--- src/hw/rtl/lpg_pkg.sv ---
// Shared widths, defaults and types of the line point generator.
package lpg_pkg;

  localparam int unsigned CoordW    = 6;
  localparam int unsigned DeltaW    = CoordW + 1;
  localparam int unsigned TwiceW    = CoordW + 1;
  localparam int unsigned ErrW      = CoordW + 2;
  localparam int unsigned MaxPoints = 64;

  // Per-line constants that drive the error accumulator.
  typedef struct packed {
    logic [TwiceW-1:0] two_minor;
    logic [TwiceW-1:0] two_major;
  } step_cfg_t;

  // Result of one accumulator step.
  typedef struct packed {
    logic [ErrW-1:0] err;
    logic            carry;
  } step_res_t;

endpackage

--- src/hw/rtl/lpg_step_unit.sv ---
// Add and compare-subtract unit that advances the minor-axis error term.
module lpg_step_unit (
  input  logic [lpg_pkg::ErrW-1:0] err_i,
  input  lpg_pkg::step_cfg_t       cfg_i,
  output lpg_pkg::step_res_t       res_o
);

  logic [lpg_pkg::ErrW-1:0] sum;
  logic [lpg_pkg::ErrW-1:0] limit;

  // The error stays below twice the major length, and the minor step never
  // exceeds it, so one conditional subtract keeps it in range.
  assign sum   = err_i + {1'b0, cfg_i.two_minor};
  assign limit = {1'b0, cfg_i.two_major};

  always_comb begin
    res_o.carry = (sum >= limit);
    res_o.err   = res_o.carry ? (sum - limit) : sum;
  end

endmodule

--- src/hw/rtl/line_point_generator.sv ---
// Line point generator: emits every point of a line, origin first.
// Usage: an origin and a destination point are offered on the input channel
// (in_valid_i with in_stall_o). The block takes one line at a time; in_stall_o
// is high from the transfer of a line until its final point has been taken.
// Points leave on the output channel (out_valid_o with out_stall_i), one
// per cycle while the receiver does not stall, the final one flagged by
// last_point_o. The first point is shown in the cycle after the input transfer.
// A line whose longer axis spans N steps yields min(N+1, MAX_POINTS) points;
// the next line can be taken in the cycle after the final point's transfer.
// For each point the step unit advances the minor-axis error term by one add
// and one compare-subtract, which allows one point per cycle while the
// receiver does not stall. When the receiver stalls, the current point is
// held unchanged and the sequencer waits. Reset returns the block to idle
// with no point pending; a line in progress is dropped.
module line_point_generator #(
  parameter int unsigned MAX_POINTS = lpg_pkg::MaxPoints
) (
  input  logic                       clk_i,
  input  logic                       rst_ni,
  input  logic                       in_valid_i,
  output logic                       in_stall_o,
  input  logic [lpg_pkg::CoordW-1:0] origin_x_i,
  input  logic [lpg_pkg::CoordW-1:0] origin_y_i,
  input  logic [lpg_pkg::CoordW-1:0] dest_x_i,
  input  logic [lpg_pkg::CoordW-1:0] dest_y_i,
  output logic                       out_valid_o,
  input  logic                       out_stall_i,
  output logic [lpg_pkg::CoordW-1:0] point_x_o,
  output logic [lpg_pkg::CoordW-1:0] point_y_o,
  output logic                       last_point_o
);

  localparam int unsigned CntW = (MAX_POINTS > 2) ? $clog2(MAX_POINTS) : 1;
  localparam logic [lpg_pkg::CoordW:0] LimM = (lpg_pkg::CoordW + 1)'(MAX_POINTS - 1);

  typedef enum logic {
    IDLE,
    RUN
  } state_e;

  state_e                     state_q;
  logic [lpg_pkg::CoordW-1:0] px_q, py_q;
  logic [lpg_pkg::ErrW-1:0]   err_q;
  logic [CntW-1:0]            rem_q;
  logic                       neg_x_q, neg_y_q, x_major_q;
  lpg_pkg::step_cfg_t         cfg_q;

  // Line setup.
  logic signed [lpg_pkg::DeltaW-1:0] dx, dy, ax_full, ay_full;
  logic [lpg_pkg::CoordW-1:0]        ax, ay, major, minor;
  logic                              x_major;
  logic [CntW-1:0]                   rem_init;

  always_comb begin
    dx      = $signed({dest_x_i[lpg_pkg::CoordW-1], dest_x_i})
            - $signed({origin_x_i[lpg_pkg::CoordW-1], origin_x_i});
    dy      = $signed({dest_y_i[lpg_pkg::CoordW-1], dest_y_i})
            - $signed({origin_y_i[lpg_pkg::CoordW-1], origin_y_i});
    ax_full = dx[lpg_pkg::DeltaW-1] ? -dx : dx;
    ay_full = dy[lpg_pkg::DeltaW-1] ? -dy : dy;
    ax      = ax_full[lpg_pkg::CoordW-1:0];
    ay      = ay_full[lpg_pkg::CoordW-1:0];
    x_major = (ax >= ay);
    major   = x_major ? ax : ay;
    minor   = x_major ? ay : ax;
    if ({1'b0, major} > LimM) begin
      rem_init = LimM[CntW-1:0];
    end else begin
      rem_init = major[CntW-1:0];
    end
  end

  lpg_pkg::step_res_t step_res;

  lpg_step_unit u_step (
    .err_i (err_q),
    .cfg_i (cfg_q),
    .res_o (step_res)
  );

  logic                       in_xfer, out_xfer, is_last;
  logic                       move_x, move_y;
  logic [lpg_pkg::CoordW-1:0] px_d, py_d;

  assign in_xfer  = in_valid_i && (state_q == IDLE);
  assign is_last  = (rem_q == '0);
  assign out_xfer = (state_q == RUN) && !out_stall_i;

  always_comb begin
    move_x = x_major_q || step_res.carry;
    move_y = !x_major_q || step_res.carry;
    px_d   = px_q;
    py_d   = py_q;
    if (move_x) begin
      px_d = neg_x_q ? (px_q - 1'b1) : (px_q + 1'b1);
    end
    if (move_y) begin
      py_d = neg_y_q ? (py_q - 1'b1) : (py_q + 1'b1);
    end
  end

  always_ff @(posedge clk_i or negedge rst_ni) begin
    if (!rst_ni) begin
      state_q   <= IDLE;
      px_q      <= '0;
      py_q      <= '0;
      err_q     <= '0;
      rem_q     <= '0;
      neg_x_q   <= 1'b0;
      neg_y_q   <= 1'b0;
      x_major_q <= 1'b0;
      cfg_q     <= '0;
    end else begin
      case (state_q)
        IDLE: begin
          if (in_xfer) begin
            state_q         <= RUN;
            px_q            <= origin_x_i;
            py_q            <= origin_y_i;
            err_q           <= {2'b00, major};
            rem_q           <= rem_init;
            neg_x_q         <= dx[lpg_pkg::DeltaW-1];
            neg_y_q         <= dy[lpg_pkg::DeltaW-1];
            x_major_q       <= x_major;
            cfg_q.two_major <= {major, 1'b0};
            cfg_q.two_minor <= {minor, 1'b0};
          end
        end
        RUN: begin
          if (out_xfer) begin
            if (is_last) begin
              state_q <= IDLE;
            end else begin
              px_q  <= px_d;
              py_q  <= py_d;
              err_q <= step_res.err;
              rem_q <= rem_q - 1'b1;
            end
          end
        end
        default: state_q <= IDLE;
      endcase
    end
  end

  assign in_stall_o   = (state_q != IDLE);
  assign out_valid_o  = (state_q == RUN);
  assign point_x_o    = px_q;
  assign point_y_o    = py_q;
  assign last_point_o = is_last;

endmodule

--- config.mk ---
export PLATFORM = sky130hd
export DESIGN_NAME = line_point_generator
export DESIGN_NICKNAME = d
export VERILOG_FILES = /design/src/hw/rtl/lpg_pkg.sv /design/src/hw/rtl/lpg_step_unit.sv /design/src/hw/rtl/line_point_generator.sv
export SDC_FILE = /design/constraint.sdc
export NUM_CORES = 1
export LEC_CHECK = 0
export BUFFER_PORTS_ARGS = -buffer_cell sky130_fd_sc_hd__clkbuf_2
export CAP_MARGIN = 25
export CORE_MARGIN = 2
export CORE_UTILIZATION = 30
export CTS_BUF_LIST = sky130_fd_sc_hd__clkbuf_8
export DETAILED_ROUTE_END_ITERATION = 7
export GPL_ROUTABILITY_DRIVEN = 0
export HOLD_SLACK_MARGIN = 0.06
export PLACE_DENSITY_LB_ADDON = 0.25
export SYNTH_ARGS = -nofsm -noshare
export SYNTH_HDL_FRONTEND = slang
export SYNTH_SLANG_ARGS = --single-unit
--- constraint.sdc ---
create_clock -name clk_i -period 3.8 [get_ports clk_i]
set_clock_uncertainty 0.2 [all_clocks]
set_input_delay 0.76 -clock clk_i [delete_from_list [all_inputs] [get_ports clk_i]]
set_output_delay 0.76 -clock clk_i [all_outputs]
set_load 0.02 [all_outputs]
==> flow_metrics.py, run 1 <==
metrics = {
    "run_status": {
        "outcome": "complete, but fails checks",
        "violations": "negative setup slack",
    },
    "worst_setup_path": {
        "required_ns": 3.81,
        "r2r_cells": 14,
        "crit_fanout": 8,
        "worst_ep_arrival_time_ns": 3.99,
        "r2r_end": "point_y_o[5]",
        "critPathSlowestCell": "or4_1",
        "rrSetupSlack_ns": 0.17,
        "crit_path_end": "rem_q[1]",
        "start_kind": "input port",
        "worstSetupEndpointType": "flip-flop",
        "r2r-start": "err_q[1]",
        "crit_start": "dest_x_i[0]",
        "crit_top_cell": "ha_4",
        "path_class": "in2reg",
        "cpPeakStageDelay_ns": 0.41,
        "cp_cell_sequence": "clkbuf_16, inv_12, ha_4, fa_2, xor2_2, nand3_2, or4_1, a21o_1, and3_4, or2_4, ha_4, nand2_4, o31ai_4, nor2_1, a211o_1, a22o_1",
    },
    "finish": {
        "nFillCells": 1337,
        "drive_gt1_frac": 0.348,
        "diodes": 0,
        "register_area_mm2": 0.00105,
        "synthToLayoutAreaGrowth_pct": 39.7,
        "final_util": 0.427,
        "multi_input_area_mm2": 0.00299,
        "finalNonFillerCells": 796,
        "fin_nets": 695,
    },
    "floorplan": {
        "coreArea_mm2": 0.0132,
        "io_pins": 43,
        "start_util": 0.305,
        "die_w_um": 120,
        "die-area_mm2": 0.0144,
        "die_h_um": 120,
        "row_count": 42,
    },
    "drt": {
        "drtAntennaViolNets": 0,
        "drc": 0,
        "viasPerCell": 5.01,
        "routed_wl_um": 11300,
        "first_pass_iters": 4,
        "dr_total_vias": 3989,
        "wl_per_cell_um": 14.2,
        "drt_iter0_drc": 172,
    },
    "synthesis": {
        "async_reset_ff_frac": 1.00,
        "synth_area_mm2": 0.00403,
        "synth_nets": 554,
        "synth_seq_cells": 42,
        "synth_warnings": 0,
        "postSynthCellCount": 478,
        "synth_edf_count": 0,
        "yosysSeqAreaShare": 0.261,
        "ys.flop_type": "dfrtp_1",
        "synth_cell_type_count": 69,
        "synth.avg_cell_area_um2": 8.43,
    },
    "timing": {
        "fmax_ghz": 0.251,
        "finalSetupViolCount": 24,
        "fin_crit_ns": 3.99,
        "drv_slew": 0,
        "worst_pin_slew_ns": 0.800,
        "relSlewSlack": 0.464,
        "period_share": 1.05,
        "hold_viol": 0,
        "holdWs_ns": 0.208,
        "rsz0062_at_grt": "true",
        "worst_slack_ns": -0.187,
    },
    "place": {
        "dpl.hpwl_um": 8930,
        "numPortBuffers": 42,
        "placedCellCount": 773,
    },
    "pwr": {
        "combPwrFrac": 0.763,
        "pwr_density_cell_mw_per_mm2": 922,
        "power.internal_w": 0.00278,
        "clock_power_share": 0.072,
        "pwr-share-seq": 0.165,
        "p_sw_frac": 0.464,
        "vdd_drop_max_mv": 0.371,
        "p_switching_w": 0.00241,
        "p_leak_nw": 2.73,
    },
    "global_route": {
        "grt_pass1_vias": 4102,
        "grt_usage": 0.163,
        "overflow": 0,
        "antenna_found_initial": 0,
        "grt_pass1_wl_um": 19000,
        "grt_max_degree": 30,
    },
    "clocking": {
        "cts-buffers-inserted": 5,
        "clk_path_buf_depth": 2,
        "cts_root_buf": "clkbuf_8",
        "htreeDepth": 2,
        "clock_latency_ns": 0.32,
        "cts_tree": "built",
        "holdBufCountCts": 0,
        "clk_pin_slew_ns": 0.09,
        "cts.sink_count": 42,
    },
    "worst_hold_path": {
        "hold_class": "in2async",
    },
    "run": {
        "cap_violations": 0,
    },
}
## layer usage
layer	share of wire	track usage	routed length, µm	up-vias
met3	0.033	0.0266	379	23
met5	0	0	0	-
met1	0.45	0.204	5100	1909
met2	0.49	0.285	5560	67
met4	0.024	0.0522	277	0
li1	-	-	-	1990
## cell usage after synthesis, drive strengths merged, types with 8 or more instances
cell | number | share of area
xnor2 | 18 | 0.039
a21o | 13 | 0.024
ha | 42 | 0.13
mux2i | 15 | 0.037
nand2b | 8 | 0.012
nand3 | 14 | 0.017
a21oi | 33 | 0.044
nor2 | 37 | 0.034
dfrtp | 42 | 0.26
o211ai | 9 | 0.017
o21a | 11 | 0.021
inv | 53 | 0.049
nor3 | 8 | 0.0099
o21ai | 26 | 0.033
nand2 | 33 | 0.031
nor2b | 10 | 0.016
## worst min path at each step
stage,cells after the start,endpoint,slack (ns)
4_1_cts,1,rem_q[1],0.22
3_3_place_gp,2,cfg_q[3],0.27
2_1_floorplan,1,err_q[0],0.24
5_1_grt,1,rem_q[1],0.24
3_5_place_dp,2,cfg_q[3],0.27
6_report,1,cfg_q[3],0.21
## timing repair
item / 4_1_cts / 5_1_grt
buffers inserted: 8 / 8
pin swaps: 12 / 6
resized for setup: 24 / 28
setup endpoints to repair: 27 / 37
## sequential cells by signal (all words and copies together) (netlist names)
signal / flops
point_y_o: 6
err_q: 8
point_x_o: 6
cfg_q: 12
neg_x_q: 1
rem_q: 6
neg_y_q: 1
in_stall_o: 1
x_major_q: 1
## stage by stage
stage,setup slack (ns),cell area (µm²),total power (W),setup TNS (ns)
finish,-0.187,5630,0.00519,-2.44
global route,-0.246,5630,0.00570,-4.19
global placement,-0.625,5160,0.00444,-13.77
detailed placement,-0.714,5160,0.00454,-15.75
CTS,-0.118,5440,0.00500,-1.23
floorplan,-0.477,4130,0.00350,-6.79
## final cells by class
type                       instances  share of cell area
multi-input combinational        370               0.531
sequential                        42               0.187
timing repair buffer             147               0.186
tap                              176              0.0391
inverter                          53              0.0376
clock buffer                       5              0.0122
clock inverter                     3             0.00778
## kinds of logic after synthesis
group / Yosys count / share of synthesized area
flops: 42 / 0.261
fa+ha+maj: 48 / 0.160
mux: 21 / 0.0541
simple gates: 139 / 0.176
buf+inv: 66 / 0.0640
compound gates: 141 / 0.236
xor+xnor: 21 / 0.0494
## worst max-delay path: cells and delay by family
| family | cells | cell delay (ns) |
|---|---|---|
| AOI/OAI and AO/OA | 4 | 1.07 |
| and+or+nand+nor | 6 | 1.04 |
| adders and majority gates | 3 | 0.81 |
| xor gates and xnor gates | 1 | 0.17 |
| buffers and inverters | 2 | 0.15 |
## layout by cell type (no fill, tap or decap), drive strengths merged, types with 13 or more instances in the layout
| cell type | n |
|---|---|
| buf | 107 |
| inv | 54 |
| clkbuf | 45 |
| dfrtp | 42 |
| ha | 42 |
| nor2 | 37 |
| nand2 | 33 |
| a21oi | 33 |
| o21ai | 26 |
| xnor2 | 18 |
| mux2i | 15 |
| nand3 | 14 |
| a21o | 13 |
## power by group through the flow
| stage | logic, W | registers [W] | clock network (W) |
|---|---|---|---|
| after global routing | 0.00440 | 0.000888 | 0.000407 |
| after global placement | 0.00359 | 0.000855 | 0 |
| after detailed placement | 0.00367 | 0.000864 | 0 |
| final | 0.00396 | 0.000854 | 0.000374 |
| after CTS | 0.00376 | 0.000857 | 0.000384 |
| after floorplan | 0.00261 | 0.000889 | 0 |
Note: power is estimated with default switching activity, not from simulation.
==> run 2: changes to the inputs <==
==> constraint.sdc (replaced) <==
create_clock -name clk_i -period 4.6 [get_ports clk_i]
set_clock_uncertainty 0.2 [all_clocks]
set_input_delay 0.92 -clock clk_i [delete_from_list [all_inputs] [get_ports clk_i]]
set_output_delay 0.92 -clock clk_i [all_outputs]
set_load 0.02 [all_outputs]
==> flow_metrics.py, run 2 (synthesis results as in run 1) <==
metrics = {
    "timing": {
        "rsz0062_at_grt": "false",
        "hold_viol": 0,
        "relSlewSlack": 0.484,
        "fmax_ghz": 0.229,
        "drv_slew": 0,
        "worst_pin_slew_ns": 0.771,
        "fin_crit_ns": 4.36,
        "finalSetupViolCount": 0,
        "period_share": 0.949,
    },
    "clocking": {
        "cts_tree": "built",
        "cts_root_buf": "clkbuf_8",
        "clock_latency_ns": 0.30,
        "cts.sink_count": 42,
        "clk_path_buf_depth": 2,
        "clk_pin_slew_ns": 0.09,
        "htreeDepth": 2,
        "holdBufCountCts": 0,
        "cts-buffers-inserted": 5,
    },
    "floorplan": {
        "die-area_mm2": 0.0144,
        "io_pins": 43,
        "coreArea_mm2": 0.0132,
        "start_util": 0.305,
        "die_w_um": 120,
        "die_h_um": 120,
        "row_count": 42,
    },
    "worst_setup_path": {
        "worst_ep_arrival_time_ns": 4.36,
        "required_ns": 4.60,
        "r2r-start": "err_q[1]",
        "path_class": "in2reg",
        "crit_fanout": 4,
        "r2r_end": "err_q[1]",
        "worstSetupEndpointType": "flip-flop",
        "rrSetupSlack_ns": 0.45,
        "crit_start": "origin_x_i[0]",
        "start_kind": "input port",
        "r2r_cells": 14,
    },
    "global_route": {
        "antenna_found_initial": 0,
        "grt_pass1_vias": 3785,
        "grt_pass1_wl_um": 18100,
        "grt_max_degree": 43,
        "grt_usage": 0.154,
        "overflow": 0,
    },
    "worst_hold_path": {
        "hold_class": "reg2reg",
        "holdPathStages": 2,
        "min_from": "cfg_q[3]",
        "whs_endpoint": "cfg_q[3]",
    },
    "pwr": {
        "vdd_drop_max_mv": 0.312,
        "fin_total_pwr_w": 0.00379,
        "p_leak_nw": 2.35,
        "pwr_density_cell_mw_per_mm2": 789,
    },
    "drt": {
        "viasPerCell": 5.05,
        "wl_per_cell_um": 14.4,
        "drtAntennaViolNets": 0,
        "drc": 0,
        "dr_total_vias": 3686,
        "first_pass_iters": 4,
        "routed_wl_um": 10500,
        "drt_iter0_drc": 156,
    },
    "finish": {
        "register_area_mm2": 0.00105,
        "synthToLayoutAreaGrowth_pct": 19.2,
        "fin_nets": 629,
        "top_register": "cfg_q",
        "final_cell_mix": "inv_1 (53), ha_1 (42), dfrtp_1 (42), clkbuf_2 (42), buf_4 (39)",
        "final_util": 0.364,
        "largestRegisters": "cfg_q: 12 flops, err_q: 8 flops",
        "nFillCells": 1375,
        "diodes": 0,
        "drive_gt1_frac": 0.206,
        "largest_reg_flops": 12,
        "mostFrequentLayoutCell": "inv_1",
        "multi_input_area_mm2": 0.00274,
    },
    "place": {
        "numPortBuffers": 42,
        "dpl.hpwl_um": 8420,
    },
    "run": {
        "cap_violations": 0,
    },
    "run_status": {
        "outcome": "finished, final reports clean",
    },
}
[run 2: cell types whose count changed in the layout (fill, tap and decap cells not counted), sizes merged]
cell      change
inv           -1
clkbuf        +2
buf          -68
clkinvlp      +1
clkinv        +1
bufinv        -1
[run 2: report_power, final]
part | leakage, nW | switching (W) | total [W] | internal, W
clock network | 0.0441 | 0.000143 | 0.000250 | 0.000107
logic | 1.81 | 0.00154 | 0.00283 | 0.00129
registers | 0.494 | 0.000146 | 0.000704 | 0.000559
total | 2.35 | 0.00183 | 0.00379 | 0.00195
[run 2: worst max-delay path, cell delays in order]
cell and delay, ns:
clkbuf_2 0.09, ha_1 0.22, fa_2 0.37, xor2_2 0.18, nand3_1 0.11, or4_1 0.50
a21o_1 0.19, and3_4 0.15, or2_2 0.28, ha_1 0.29, nand2_1 0.08, o31ai_2 0.28
buf_4 0.18, nor2_1 0.03, a211o_1 0.30, a22o_1 0.19
[run 2: repair_timing]
item,in CTS,in global routing
setup buffers,0,1
setup endpoints to repair,0,15
resized for setup,0,2
[run 2: how the worst max path moves through the flow]
stage | end | depth (start not counted)
floorplan | rem_q[1] | 16
global placement | rem_q[1] | 16
detailed placement | rem_q[1] | 16
CTS | rem_q[1] | 16
global route | rem_q[1] | 17
finish | rem_q[1] | 16
[run 2: metal layers]
metal / track usage / wire [µm] / vias up / part of all wire
met5: 0 / 0 / - / 0
met4: 0.0368 / 156 / 0 / 0.015
met3: 0.0181 / 316 / 17 / 0.030
met2: 0.274 / 5080 / 60 / 0.48
met1: 0.201 / 4970 / 1750 / 0.47
li1: - / - / 1859 / -
[run 2: per-stage QoR]
step / setup slack [ns] / cells / hold slack (ns) / TNS, ns / cell area, µm²
after floorplan: 0.0428 / 478 / 0.243 / 0 / 4040
after global placement: -0.00553 / 721 / 0.269 / -0.00553 / 4690
after detailed placement: -0.0852 / 721 / 0.271 / -0.576 / 4690
after CTS: 0.237 / 729 / 0.292 / 0 / 4780
after global routing: 0.00899 / 730 / 0.317 / 0 / 4800
final: 0.237 / 730 / 0.281 / 0 / 4800
[run 2: cell type report]
class / count / area share
Clock buffer: 5 / 0.0143
Clock inverter: 3 / 0.00443
Inverter: 53 / 0.0414
Multi-Input combinational cell: 370 / 0.570
Sequential cell: 42 / 0.219
Tap cell: 176 / 0.0459
Timing Repair Buffer: 81 / 0.105
==> run 3: changes to the inputs <==
--- a/config.mk
+++ b/config.mk
@@ -7,12 +7,12 @@
 export LEC_CHECK = 0
 export BUFFER_PORTS_ARGS = -buffer_cell sky130_fd_sc_hd__clkbuf_2
 export CAP_MARGIN = 25
-export CORE_MARGIN = 2
+export CORE_MARGIN = 1
 export CORE_UTILIZATION = 30
 export CTS_BUF_LIST = sky130_fd_sc_hd__clkbuf_8
 export DETAILED_ROUTE_END_ITERATION = 7
 export GPL_ROUTABILITY_DRIVEN = 0
-export HOLD_SLACK_MARGIN = 0.06
+export HOLD_SLACK_MARGIN = 0.1
 export PLACE_DENSITY_LB_ADDON = 0.25
 export SYNTH_ARGS = -nofsm -noshare
 export SYNTH_HDL_FRONTEND = slang
==> flow_metrics.py, run 3 (synthesis results as in run 1) <==
metrics = {
    "run_status": {
        "outcome": "finished, final reports clean",
    },
    "finish": {
        "largestRegisters": "cfg_q: 12 flops, err_q: 8 flops",
        "top_register": "cfg_q",
        "final_util": 0.372,
        "mostFrequentLayoutCell": "inv_1",
        "fin_nets": 630,
        "diodes": 0,
        "largest_reg_flops": 12,
        "synthToLayoutAreaGrowth_pct": 19.1,
        "final_cell_mix": "inv_1 (53), ha_1 (42), dfrtp_1 (42), clkbuf_2 (42), buf_4 (40)",
        "drive_gt1_frac": 0.204,
    },
    "pwr": {
        "pwr-share-seq": 0.183,
        "p_sw_frac": 0.488,
        "power.internal_w": 0.00197,
        "pwr_density_cell_mw_per_mm2": 802,
        "combPwrFrac": 0.748,
        "vdd_drop_max_mv": 0.332,
        "fin_total_pwr_w": 0.00385,
        "p_switching_w": 0.00188,
        "clock_power_share": 0.069,
        "p_leak_nw": 2.35,
    },
    "global_route": {
        "grt_usage": 0.157,
        "grt_pass1_wl_um": 17700,
        "antenna_found_initial": 0,
        "grt_max_degree": 43,
        "overflow": 0,
        "grt_pass1_vias": 3666,
    },
    "floorplan": {
        "coreArea_mm2": 0.0129,
        "io_pins": 43,
        "die_h_um": 118,
        "die_w_um": 118,
        "die-area_mm2": 0.0139,
        "start_util": 0.313,
        "row_count": 41,
    },
    "worst_setup_path": {
        "worst_ep_arrival_time_ns": 4.41,
        "required_ns": 4.61,
        "crit_start": "origin_x_i[0]",
        "path_class": "in2reg",
        "start_kind": "input port",
        "crit_fanout": 5,
        "r2r-start": "err_q[1]",
        "worstSetupEndpointType": "flip-flop",
    },
    "clocking": {
        "clk_path_buf_depth": 2,
        "cts.sink_count": 42,
        "cts-buffers-inserted": 5,
        "htreeDepth": 2,
        "clock_latency_ns": 0.32,
        "clk_pin_slew_ns": 0.10,
        "cts_root_buf": "clkbuf_8",
        "cts_tree": "built",
        "cts_resized": 0,
    },
    "timing": {
        "relSlewSlack": 0.509,
        "rsz0062_at_grt": "false",
        "fin_crit_ns": 4.40,
        "period_share": 0.957,
        "finalSetupViolCount": 0,
        "hold_viol": 0,
        "fmax_ghz": 0.227,
        "worst_pin_slew_ns": 0.733,
        "holdWs_ns": 0.294,
        "drv_slew": 0,
    },
    "place": {
        "numPortBuffers": 42,
        "dpl.hpwl_um": 8330,
    },
    "worst_hold_path": {
        "hold_class": "reg2reg",
        "min_from": "cfg_q[6]",
    },
    "drt": {
        "drc": 0,
        "wl_per_cell_um": 14.5,
        "routed_wl_um": 10500,
        "viasPerCell": 5.01,
        "dr_total_vias": 3645,
        "drtAntennaViolNets": 0,
        "first_pass_iters": 5,
        "drt_iter0_drc": 203,
    },
    "run": {
        "cap_violations": 0,
    },
}
[run 3: changes by cell type in the layout (fill, tap and decap cells not counted)]
cell      delta
a21oi_2      -1
clkinv_2     -1
a21oi_1      +1
inv_6        +1
buf_4        +1
xnor2_1      +1
xnor2_2      -1
[run 3: stage by stage]
| stage | TNS, ns | instance area, µm² | cells | setup WS [ns] |
|---|---|---|---|---|
| CTS | 0 | 4790 | 726 | 0.211 |
| global route | 0 | 4800 | 727 | 0.0249 |
| detailed placement | -1.00 | 4690 | 718 | -0.136 |
| finish | 0 | 4800 | 727 | 0.197 |
| floorplan | 0 | 4040 | 478 | 0.0428 |
| global placement | -0.269 | 4690 | 718 | -0.0578 |
[run 3: area by class of cell]
cell class / count / area [µm²]
timing repair buffer: 82 / 510
multi-input combinational: 370 / 2730
fill: 1334 / 8080
clock inverter: 3 / 25.0
sequential: 42 / 1050
clock buffer: 5 / 68.8
tap: 172 / 215
inverter: 53 / 199
[run 3: path summary, 6_finish.rpt]
path / endpoint / slack, ns / cells after the start
setup / recovery: rem_q[1] / 0.20 / 16
hold / removal: cfg_q[6] / 0.29 / 2
setup reg to reg: err_q[1] / 0.41 / 15
hold reg to reg: cfg_q[6] / 0.29 / 2
max in group asynchronous: x_major_q / 3.32 / 2
min in group asynchronous: cfg_q[3] / 0.47 / 2
[run 3: power by group through the flow]
| stage | clock network, W | logic (W) | registers, W |
|---|---|---|---|
| 3_5_place_dp | 0 | 0.00285 | 0.000713 |
| 4_1_cts | 0.000275 | 0.00288 | 0.000707 |
| 6_report | 0.000265 | 0.00288 | 0.000705 |
| 5_1_grt | 0.000285 | 0.00320 | 0.000730 |
| 2_1_floorplan | 0 | 0.00209 | 0.000734 |
| 3_3_place_gp | 0 | 0.00276 | 0.000708 |
[run 3: worst max-delay path, cell delays in order]
cell and delay [ns]:
clkbuf_2 0.09, ha_1 0.22, fa_2 0.37, xor2_2 0.18, nand3_1 0.10, or4_1 0.49, a21o_1 0.19, and3_4 0.15
or2_2 0.27, ha_1 0.30, nand2_1 0.08, o31ai_2 0.33, buf_4 0.19, nor2_1 0.04, a211o_1 0.30, a22o_1 0.19
[run 3: per-layer routing]
metal,GRT usage,wire length [µm],up-vias
met3,0.0208,267,8
li1,-,-,1858
met2,0.275,5090,51
met1,0.202,5070,1728
met5,0,0,-
met4,0.0361,95,0
[run 3: timing repair]
action | CTS | global route
hold buffers | 0 | 0
buffers inserted | 0 | 1
setup endpoints to repair | 0 | 4
